--- src/dph_pkg.sv ---
// Package for the duplicate packet history block.
// Holds the history entry type and the request bundle to the history store.
// No dependencies.
`timescale 1ns / 1ps

package dph_pkg;

    localparam int SEQ_W  = 16;
    localparam int ADDR_W = 16;

    // One history entry: {sequence number, source short, destination short}.
    typedef struct packed {
        logic [SEQ_W-1:0]  seq_number;
        logic [ADDR_W-1:0] source_short;
        logic [ADDR_W-1:0] dest_short;
    } t_entry;

    // Command codes carried by the command field.
    localparam logic CMD_CHECK    = 1'b0;
    localparam logic CMD_REGISTER = 1'b1;

    // Request from the pipeline to the history store for one beat.
    typedef struct packed {
        logic   step;   // a beat is being processed this cycle
        logic   push;   // register the probe triple at the front
        t_entry probe;  // triple to compare and, on push, to store
    } t_hist_req;

endpackage

--- src/dph_history.sv ---
// History store: registered entries, parallel match and front insertion.
// Depends on dph_pkg.
`timescale 1ns / 1ps

module dph_history #(
    parameter int HISTORY_DEPTH = 4
) (
    input  logic               i_clk,
    input  logic               i_rst_n,
    input  dph_pkg::t_hist_req i_req,
    output logic               o_hit
);
    import dph_pkg::*;

    t_entry [HISTORY_DEPTH-1:0] r_hist;
    t_entry [HISTORY_DEPTH-1:0] n_hist;
    logic   [HISTORY_DEPTH-1:0] hits;

    // Compare against the history as it stands before this beat.
    always_comb begin
        for (int k = 0; k < HISTORY_DEPTH; k++) begin
            hits[k] = (r_hist[k] == i_req.probe);
        end
    end

    assign o_hit = |hits;

    // Shift down by one, newest at entry 0; oldest falls off.
    always_comb begin
        n_hist = r_hist;
        if (i_req.step && i_req.push) begin
            for (int k = HISTORY_DEPTH - 1; k > 0; k--) begin
                n_hist[k] = r_hist[k-1];
            end
            n_hist[0] = i_req.probe;
        end
    end

    always_ff @(posedge i_clk) begin
        if (!i_rst_n) begin
            r_hist <= '0;
        end else begin
            r_hist <= n_hist;
        end
    end

`ifndef NO_ASSERTIONS
    a_push_front: assert property (@(posedge i_clk) disable iff (!i_rst_n)
        (i_req.step && i_req.push) |=> (r_hist[0] == $past(i_req.probe)))
        else $error("registered triple not at front of history");

    a_hold: assert property (@(posedge i_clk) disable iff (!i_rst_n)
        !(i_req.step && i_req.push) |=> $stable(r_hist))
        else $error("history changed without a register beat");

    a_reset_clear: assert property (@(posedge i_clk)
        !i_rst_n |=> (r_hist == '0))
        else $error("history not cleared by reset");
`endif

endmodule

--- src/duplicate_packet_history.sv ---
// Top level of the duplicate packet history block.
// Input register, history store (dph_history) and result register.
// Depends on dph_pkg and dph_history.
`timescale 1ns / 1ps

// Duplicate packet history. Each input beat carries a command (check or
// register) and a triple {seq_number, source_short, dest_short}; each beat
// yields exactly one result beat whose is_duplicate flag tells whether any
// of the HISTORY_DEPTH stored entries matched the whole triple before that
// beat. A register beat also pushes the triple to the front of the history
// and drops the oldest entry, even when it was already stored. Reset clears
// every entry to zero, so an all-zero triple reads as a duplicate until the
// history has been filled. The block takes one beat per clock while the output
// is not stalled: a beat is held in the input register, then compared against
// all entries in parallel and shifted in while the flag is loaded into the
// result register. That single compare-and-shift stage on the registered
// history sets the rate. Output stall back-pressures the input side only when
// both the result register and the input register are full.
module duplicate_packet_history #(
    parameter int HISTORY_DEPTH = 4
) (
    input  logic                        i_clk,
    input  logic                        i_rst_n,
    // input channel
    input  logic                        i_in_valid,
    output logic                        o_in_stall,
    input  logic                        i_command,
    input  logic [dph_pkg::SEQ_W-1:0]   i_seq_number,
    input  logic [dph_pkg::ADDR_W-1:0]  i_source_short,
    input  logic [dph_pkg::ADDR_W-1:0]  i_dest_short,
    // result channel
    output logic                        o_out_valid,
    input  logic                        i_out_stall,
    output logic                        o_is_duplicate
);
    import dph_pkg::*;

    // input register
    logic      r_in_valid;
    logic      r_command;
    t_entry    r_triple;

    // result register
    logic      r_out_valid;
    logic      r_dup;

    logic      adv;       // input register moves into the result stage
    logic      in_take;   // input beat accepted
    logic      hit;
    t_hist_req hist_req;

    // Result stage can load when empty or being drained this cycle.
    assign adv        = r_in_valid && (!r_out_valid || !i_out_stall);
    assign o_in_stall = r_in_valid && !adv;
    assign in_take    = i_in_valid && !o_in_stall;

    assign hist_req.step  = adv;
    assign hist_req.push  = (r_command == CMD_REGISTER);
    assign hist_req.probe = r_triple;

    dph_history #(
        .HISTORY_DEPTH (HISTORY_DEPTH)
    ) u_history (
        .i_clk   (i_clk),
        .i_rst_n (i_rst_n),
        .i_req   (hist_req),
        .o_hit   (hit)
    );

    // Input register: control
    always_ff @(posedge i_clk) begin
        if (!i_rst_n) begin
            r_in_valid <= 1'b0;
        end else if (in_take) begin
            r_in_valid <= 1'b1;
        end else if (adv) begin
            r_in_valid <= 1'b0;
        end
    end

    // Input register: payload
    always_ff @(posedge i_clk) begin
        if (in_take) begin
            r_command             <= i_command;
            r_triple.seq_number   <= i_seq_number;
            r_triple.source_short <= i_source_short;
            r_triple.dest_short   <= i_dest_short;
        end
    end

    // Result register: control
    always_ff @(posedge i_clk) begin
        if (!i_rst_n) begin
            r_out_valid <= 1'b0;
        end else if (adv) begin
            r_out_valid <= 1'b1;
        end else if (!i_out_stall) begin
            r_out_valid <= 1'b0;
        end
    end

    // Result register: payload (flag from history before the shift)
    always_ff @(posedge i_clk) begin
        if (adv) begin
            r_dup <= hit;
        end
    end

    assign o_out_valid    = r_out_valid;
    assign o_is_duplicate = r_dup;

`ifndef NO_ASSERTIONS
    a_stall_only_when_full: assert property (@(posedge i_clk) disable iff (!i_rst_n)
        o_in_stall |-> (r_in_valid && r_out_valid && i_out_stall))
        else $error("input stalled while pipeline has room");

    a_no_lost_beat: assert property (@(posedge i_clk) disable iff (!i_rst_n)
        (r_in_valid && !adv) |=> (r_in_valid && $stable(r_triple)))
        else $error("held beat lost or changed in input register");

    a_result_follows: assert property (@(posedge i_clk) disable iff (!i_rst_n)
        adv |=> (o_out_valid && (o_is_duplicate == $past(hit))))
        else $error("result register did not capture the match flag");
`endif

endmodule

--- config.mk ---
export PLATFORM = sky130hd
export DESIGN_NAME = duplicate_packet_history
export DESIGN_NICKNAME = d
export VERILOG_FILES = /design/src/dph_pkg.sv /design/src/dph_history.sv /design/src/duplicate_packet_history.sv
export SDC_FILE = /design/constraint.sdc
export NUM_CORES = 1
export LEC_CHECK = 0
export ABC_AREA = 1
export BUFFER_PORTS_ARGS = -buffer_cell sky130_fd_sc_hd__buf_2
export CORE_MARGIN = 4
export CORE_UTILIZATION = 60
export DETAILED_ROUTE_END_ITERATION = 10
export PLACE_DENSITY = 0.78
export SETUP_SLACK_MARGIN = 0.4
export SYNTH_ARGS = -nofsm -noshare
export SYNTH_HDL_FRONTEND = slang
export SYNTH_HIERARCHICAL = 1
export SYNTH_SLANG_ARGS = --single-unit
--- constraint.sdc ---
create_clock -name i_clk -period 3.4 [get_ports i_clk]
set_input_delay 0.34 -clock i_clk [delete_from_list [all_inputs] [get_ports i_clk]]
set_output_delay 0.34 -clock i_clk [all_outputs]
set_load 0.01 [all_outputs]
==> impl_metrics.json, run 1 <==
{
  "status": "completed",
  "seq_area_frac_synth_pct": 48.7,
  "max_freq_mhz": 506,
  "start_kind": "flip-flop",
  "drtPass1Iterations": 5,
  "h-tree-depth": 1,
  "relSlewSlack_pct": 24.1,
  "layout.nets": 1453,
  "ant_nets": 0,
  "grtUsageMet3_pct": 2.90,
  "grt-busiest-layer": "met2",
  "finalCritPeriodShare_pct": 58.1,
  "io_buffers": 55,
  "grt-ovfl-total": 0,
  "finalClockSkew_ns": 0.0214,
  "max_stage_delay_ns": 0.41,
  "antenna_cells": 0,
  "critPathBufInv": 3,
  "drive_above_1_share_pct": 7.82,
  "hp-class": "input port to flip-flop",
  "setup_viol_count_final": 0,
  "worstSetupEndpoint": "u_history/r_hist[62]",
  "required_ns": 3.85,
  "crit_slowest_cell": "buf_12",
  "grt_pass1_vias": 7412,
  "crit_family": "buffers and inverters",
  "cp_cell_sequence": "inv_1 > a21oi_1 > nand2_4 > inv_4 > buf_12 > o21ai_0 > a21oi_1",
  "die_h_um": 144,
  "wl_per_cell_um": 12.7,
  "met2_usage_pct": 32.1,
  "rsz0062_at_grt": "no",
  "gp_congestion": 0.805,
  "start_util_pct": 61.4,
  "ctsHoldBuffers": 48,
  "syn_nets": 1422,
  "globalRouteMet1Util_pct": 28.1,
  "synth_seq_cells": 244,
  "finalHoldViolations": 0,
  "tns_ns": 0,
  "area_delta_synth_final_pct": 11.3,
  "criticalPathCategory": "flip-flop to flip-flop",
  "finalWirelength_mm": 20.9,
  "drc": 0,
  "synth.area.top_cells": "dfxtp_1 (35%), edfxtp_1 (14%), xnor2_1 (13%), nor2_1 (12%), o21ai_0 (8.7%)",
  "place_ws_ns": 1.33,
  "ios": 56,
  "startpoint": "r_in_valid",
  "num_rows": 49,
  "coreArea_mm2": 0.0180,
  "avgSynthCellArea_um2": 8.08,
  "cellLeakagePower_nw": 4.60,
  "timing.rr.end": "u_history/r_hist[62]",
  "crit_arrival_ns": 2.42,
  "fin_crit_ns": 1.98,
  "synth-warning-count": 6,
  "crit_fanout": 103,
  "num_vias": 8204,
  "postCtsSetupBuffers": 0,
  "syn_area_mm2": 0.0111,
  "root_buffer": "clkbuf_16",
  "crit_top_cell": "a21oi_1",
  "clockBufferDepth": 3,
  "dieArea_mm2": 0.0207,
  "cp.depth": 7,
  "power.density_mw_per_mm2": 538,
  "vdd_drop_max_v": 0.000521,
  "yosysTopAreaCell": "dfxtp_1",
  "reg2reg_depth": 7,
  "grt_antenna_before_repair": 0,
  "cap_violations": 0,
  "worstMarginPinSlew_ns": 1.14,
  "grt_pass1_wl_mm": 34.4,
  "drt_iter0_markers": 748,
  "cts_resized": 0,
  "grt.total_usage_pct": 19.9,
  "vias_per_cell": 4.98,
  "worst_hold_slack_ns": 0.0311,
  "cts_buffers": 26,
  "setup_ws_ns": 1.42,
  "cts_tree": "built",
  "dpl.hpwl_mm": 12.6,
  "yosysUniqueCellTypes": 18,
  "worstSkewPairLatency_ns": 0.53,
  "clk_pin_slew_ns": 0.06,
  "grt_start_max_net_pins": 200,
  "synth_top_cell_area_share_pct": 35.1,
  "r2r_start": "r_in_valid",
  "r2r_slack_ns": 1.42,
  "finalCoreUtilization_pct": 68.3,
  "end_kind": "flip-flop",
  "synthCells": 1369,
  "die_w_um": 144,
  "slew_violations": 0,
  "clock-sinks": 244
}
-- cells in the mapped netlist --
cell type,number
a21oi_1,53
a21oi_2,1
buf_2,38
buf_4,6
buf_6,31
clkbuf_1,30
dfxtp_1,194
edfxtp_1,50
inv_1,43
inv_2,10
nand2_1,210
nand3_1,4
nand3_2,1
nand4_1,1
nor2_1,342
o21ai_0,192
xnor2_1,162
xnor2_2,1
-- logic make-up after synthesis --
kind of cell           Yosys count  share of synthesized area [%]
buffers and inverters          158                           8.10
AND/OR/NAND/NOR                558                           19.1
XOR/XNOR                       163                           13.0
AO/OA/AOI/OAI                  246                           11.2
flip-flops                     244                           48.7
-- how the worst min path moves through the flow --
| stage | startpoint | to | slack, ns | depth (start not counted) |
|---|---|---|---|---|
| after floorplan | i_dest_short[0] | hist_req[0] | 0.44 | 0 |
| after detailed placement | u_history/r_hist[172] | u_history/r_hist[172] | 0.47 | 2 |
| after CTS | i_seq_number[10] | hist_req[42] | 0.02 | 1 |
| after global placement | u_history/r_hist[149] | u_history/r_hist[149] | 0.45 | 2 |
| final | i_seq_number[10] | hist_req[42] | 0.03 | 1 |
| after global routing | i_seq_number[10] | hist_req[42] | 0.02 | 1 |
-- layout make-up --
cell class,instances,area (um2)
Clock inverter,6,68.8
Tap cell,229,287
Fill cell,1475,5710
Clock buffer,42,751
Multi-Input combinational cell,967,4790
Sequential cell,244,5390
Inverter,53,201
Timing Repair Buffer,108,833
-- state kept, by name (all words and copies together), names as in the netlist --
| register | cells |
|---|---|
| u_history/r_hist | 192 |
| o_is_duplicate | 1 |
| r_command | 1 |
| o_out_valid | 1 |
| hist_req | 48 |
| r_in_valid | 1 |
-- layout by cell type (no fill, tap or decap), drive strengths merged --
cell type	n
nand4	1
dlygate4sd3	48
inv	53
o21ai	192
edfxtp	50
a21oi	54
xnor2	163
dfxtp	194
buf	60
clkbuf	42
nand3	5
clkinv	5
nand2	210
nor2	342
bufinv	1
-- metrics by stage --
stage,area [um2],total power (W),std cells
2_1_floorplan,11100,0.00387,1369
3_3_place_gp,11000,0.00394,1553
3_5_place_dp,11000,0.00397,1553
4_1_cts,12300,0.00669,1649
5_1_grt,12300,0.00692,1649
6_report,12300,0.00663,1649
-- routing by layer --
layer / share of wire [%] / vias to the layer above
met5: 0 / -
met4: 2.1 / 0
met3: 3.7 / 30
met2: 47 / 137
met1: 48 / 3689
li1: - / 4348
-- where the power goes --
group          switching [W]  total [W]  internal, W
clock network        0.00109    0.00268      0.00158
registers           0.000160    0.00328      0.00312
logic               0.000344   0.000668     0.000325
Note: power is estimated with default switching activity, not from simulation.
==> inputs of run 2 (changes only) <==
CORE_UTILIZATION = 55   (was 60)
PLACE_DENSITY = 0.76   (was 0.78)
clock period = 1.72 ns   (was 3.4 ns; I/O delays follow)
==> run 2 against run 1 <==
Against the previous run:
- the run now ends with setup timing left
- global-route usage rose by 1.0 points
- utilization rose by 11 points
- flip-flop and latch count did not move
- final area rose by 27%
- wire length rose by 81%
- power rose by 120%
- count of clock-buffer cells in the layout fell by 9
- die area rose by 8.6%
- critical path depth rose by 4
- sequential power rose by 100%
- largest cell class is now multi-input gates
==> impl_metrics.json, run 2 (synthesis results as in run 1) <==
{
  "cts_tree": "built",
  "cap_violations": 0,
  "dpl.hpwl_mm": 13.5,
  "ant_nets": 0,
  "antenna_cells": 0,
  "io_buffers": 55,
  "num_rows": 51,
  "grt_pass1_vias": 8183,
  "mostFrequentLayoutCells": "nand2_1 (205), dfxtp_1 (192), nor2_1 (185), xnor2_1 (161), nor2_4 (109)",
  "ios": 56,
  "reg2reg_depth": 11,
  "root_buffer": "clkbuf_16",
  "required_ns": 2.11,
  "cp.depth": 11,
  "grt.total_usage_pct": 20.9,
  "max_stage_delay_ns": 0.52,
  "start_util_pct": 56.5,
  "regMostFlops": "u_history/r_hist",
  "finalWirelength_mm": 37.8,
  "r2r_start": "hist_req[3]",
  "grt_pass1_wl_mm": 39.0,
  "vdd_drop_max_v": 0.000850,
  "cp_cell_sequence": "inv_2 > nand2_1 > nand2_1 > nand2_1 > nor2_1 > nand2_2 > nor2_4 > nand3_1 > nand2_1 > inv_1 > nand2_1",
  "vias_per_cell": 5.88,
  "worst_hold_slack_ns": 0.0402,
  "end_kind": "flip-flop",
  "finalCoreUtilization_pct": 79.8,
  "h-tree-depth": 1,
  "wl_per_cell_um": 21.1,
  "finalCritPeriodShare_pct": 112,
  "crit_top_cell": "nand2_1",
  "area_delta_synth_final_pct": 41.3,
  "fin_crit_ns": 1.92,
  "rsz0062_at_grt": "yes",
  "clock-sinks": 244,
  "crit_family": "simple AND/OR/NAND/NOR gates",
  "largest_register_ffs": 192,
  "die_w_um": 150,
  "layout.nets": 1559,
  "grt-ovfl-total": 0,
  "slew_violations": 0,
  "max_freq_mhz": 520,
  "gp_congestion": 0.783,
  "crit_arrival_ns": 2.31,
  "layout_commonest_cell": "nand2_1",
  "place_ws_ns": 0.0615,
  "coreArea_mm2": 0.0196,
  "finalClockSkew_ns": 0.0161,
  "drt_iter0_markers": 1211,
  "timing.rr.end": "o_is_duplicate",
  "nFillCells": 958,
  "critPathBufInv": 2,
  "start_kind": "flip-flop",
  "dieArea_mm2": 0.0224,
  "hp-class": "input port to flip-flop",
  "drive_above_1_share_pct": 30.0,
  "worstSetupEndpoint": "o_is_duplicate",
  "power.density_mw_per_mm2": 945,
  "startpoint": "hist_req[3]",
  "clk_pin_slew_ns": 0.07,
  "crit_slowest_cell": "edfxtp_1",
  "crit_fanout": 5,
  "die_h_um": 150,
  "cellLeakagePower_nw": 5.94,
  "setup_ws_ns": -0.201,
  "criticalPathCategory": "flip-flop to flip-flop",
  "grt_start_max_net_pins": 93,
  "relSlewSlack_pct": 58.3,
  "finalHoldViolations": 0,
  "drc": 0,
  "dpl_cell_area_mm2": 0.0112,
  "setup_viol_count_final": 1,
  "grt_antenna_before_repair": 0,
  "worstMarginPinSlew_ns": 0.626,
  "status": "finished with violations",
  "drtPass1Iterations": 6,
  "cts_buffers": 26,
  "r2r_slack_ns": -0.20,
  "worstSkewPairLatency_ns": 0.54,
  "clockBufferDepth": 3,
  "final_area_mm2": 0.0156,
  "violations": "setup timing",
  "num_vias": 10500
}
[run 2: cell count changes in the layout (fill, tap and decap cells not counted), moves of 25 or more]
cell,change
o21ai_1,+85
nor2_1,-157
a21oi_1,-25
o21ai_2,+43
clkbuf_16,+25
o21ai_0,-134
nor2_4,+109
nor2_2,+48
[run 2: layout make-up]
type | count | area (um2) | area share, %
sequential | 244 | 5390 | 34.5
clock inverter | 15 | 159 | 1.02
inverter | 53 | 215 | 1.38
multi-input combinational | 967 | 6090 | 39.0
clock buffer | 33 | 718 | 4.60
timing repair buffer | 214 | 2720 | 17.4
tap | 265 | 332 | 2.12
[run 2: power by group]
group | leakage [nW] | total (W) | switching (W) | internal [W]
combinational | 3.43 | 0.00235 | 0.00118 | 0.00117
sequential | 2.07 | 0.00663 | 0.000460 | 0.00617
clock | 0.433 | 0.00578 | 0.00238 | 0.00341
total | 5.94 | 0.0148 | 0.00402 | 0.0107
[run 2: per-layer routing]
layer	share of wire, %	GRT usage (%)	routed length (um)	up-vias
li1	-	-	-	4599
met5	0	0	0	-
met4	6.4	4.85	2420	0
met2	48	35.2	18100	714
met1	38	28.7	14200	5011
met3	8.1	3.03	3070	204
[run 2: what timing repair did]
item / in CTS / in global routing
pin swaps: 20 / 129
gates resized for setup: 51 / 519
hold buffers: 52 / 0
setup endpoints to repair: 195 / 241
endpoints found under the hold margin: 51 / 0
cloned: 8 / 36
setup buffers: 21 / 22
[run 2: worst min path at each step]
stage,from,endpoint,slack [ns],cells after the start
after floorplan,i_dest_short[0],hist_req[0],0.27,0
after global placement,i_source_short[10],hist_req[26],0.35,1
after detailed placement,i_dest_short[5],hist_req[5],0.35,1
after CTS,i_out_stall,r_in_valid,0.04,4
after global routing,i_out_stall,r_in_valid,0.05,4
final,i_out_stall,r_in_valid,0.04,4
[run 2: stage by stage]
| stage | std cells | power, W | setup TNS [ns] |
|---|---|---|---|
| finish | 1791 | 0.0148 | -0.201 |
| global route | 1791 | 0.0152 | -0.223 |
| CTS | 1733 | 0.0137 | 0 |
| detailed placement | 1604 | 0.00788 | 0 |
| global placement | 1604 | 0.00784 | 0 |
| floorplan | 1369 | 0.00764 | 0 |
[run 2: worst register-to-register path: stages (launching register included)]
cell,delay (ns)
edfxtp_1,0.52
inv_2,0.14
nand2_1,0.09
nand2_1,0.08
nand2_1,0.07
nor2_1,0.17
nand2_2,0.11
nor2_4,0.19
nand3_1,0.13
nand2_1,0.09
inv_1,0.05
nand2_1,0.12
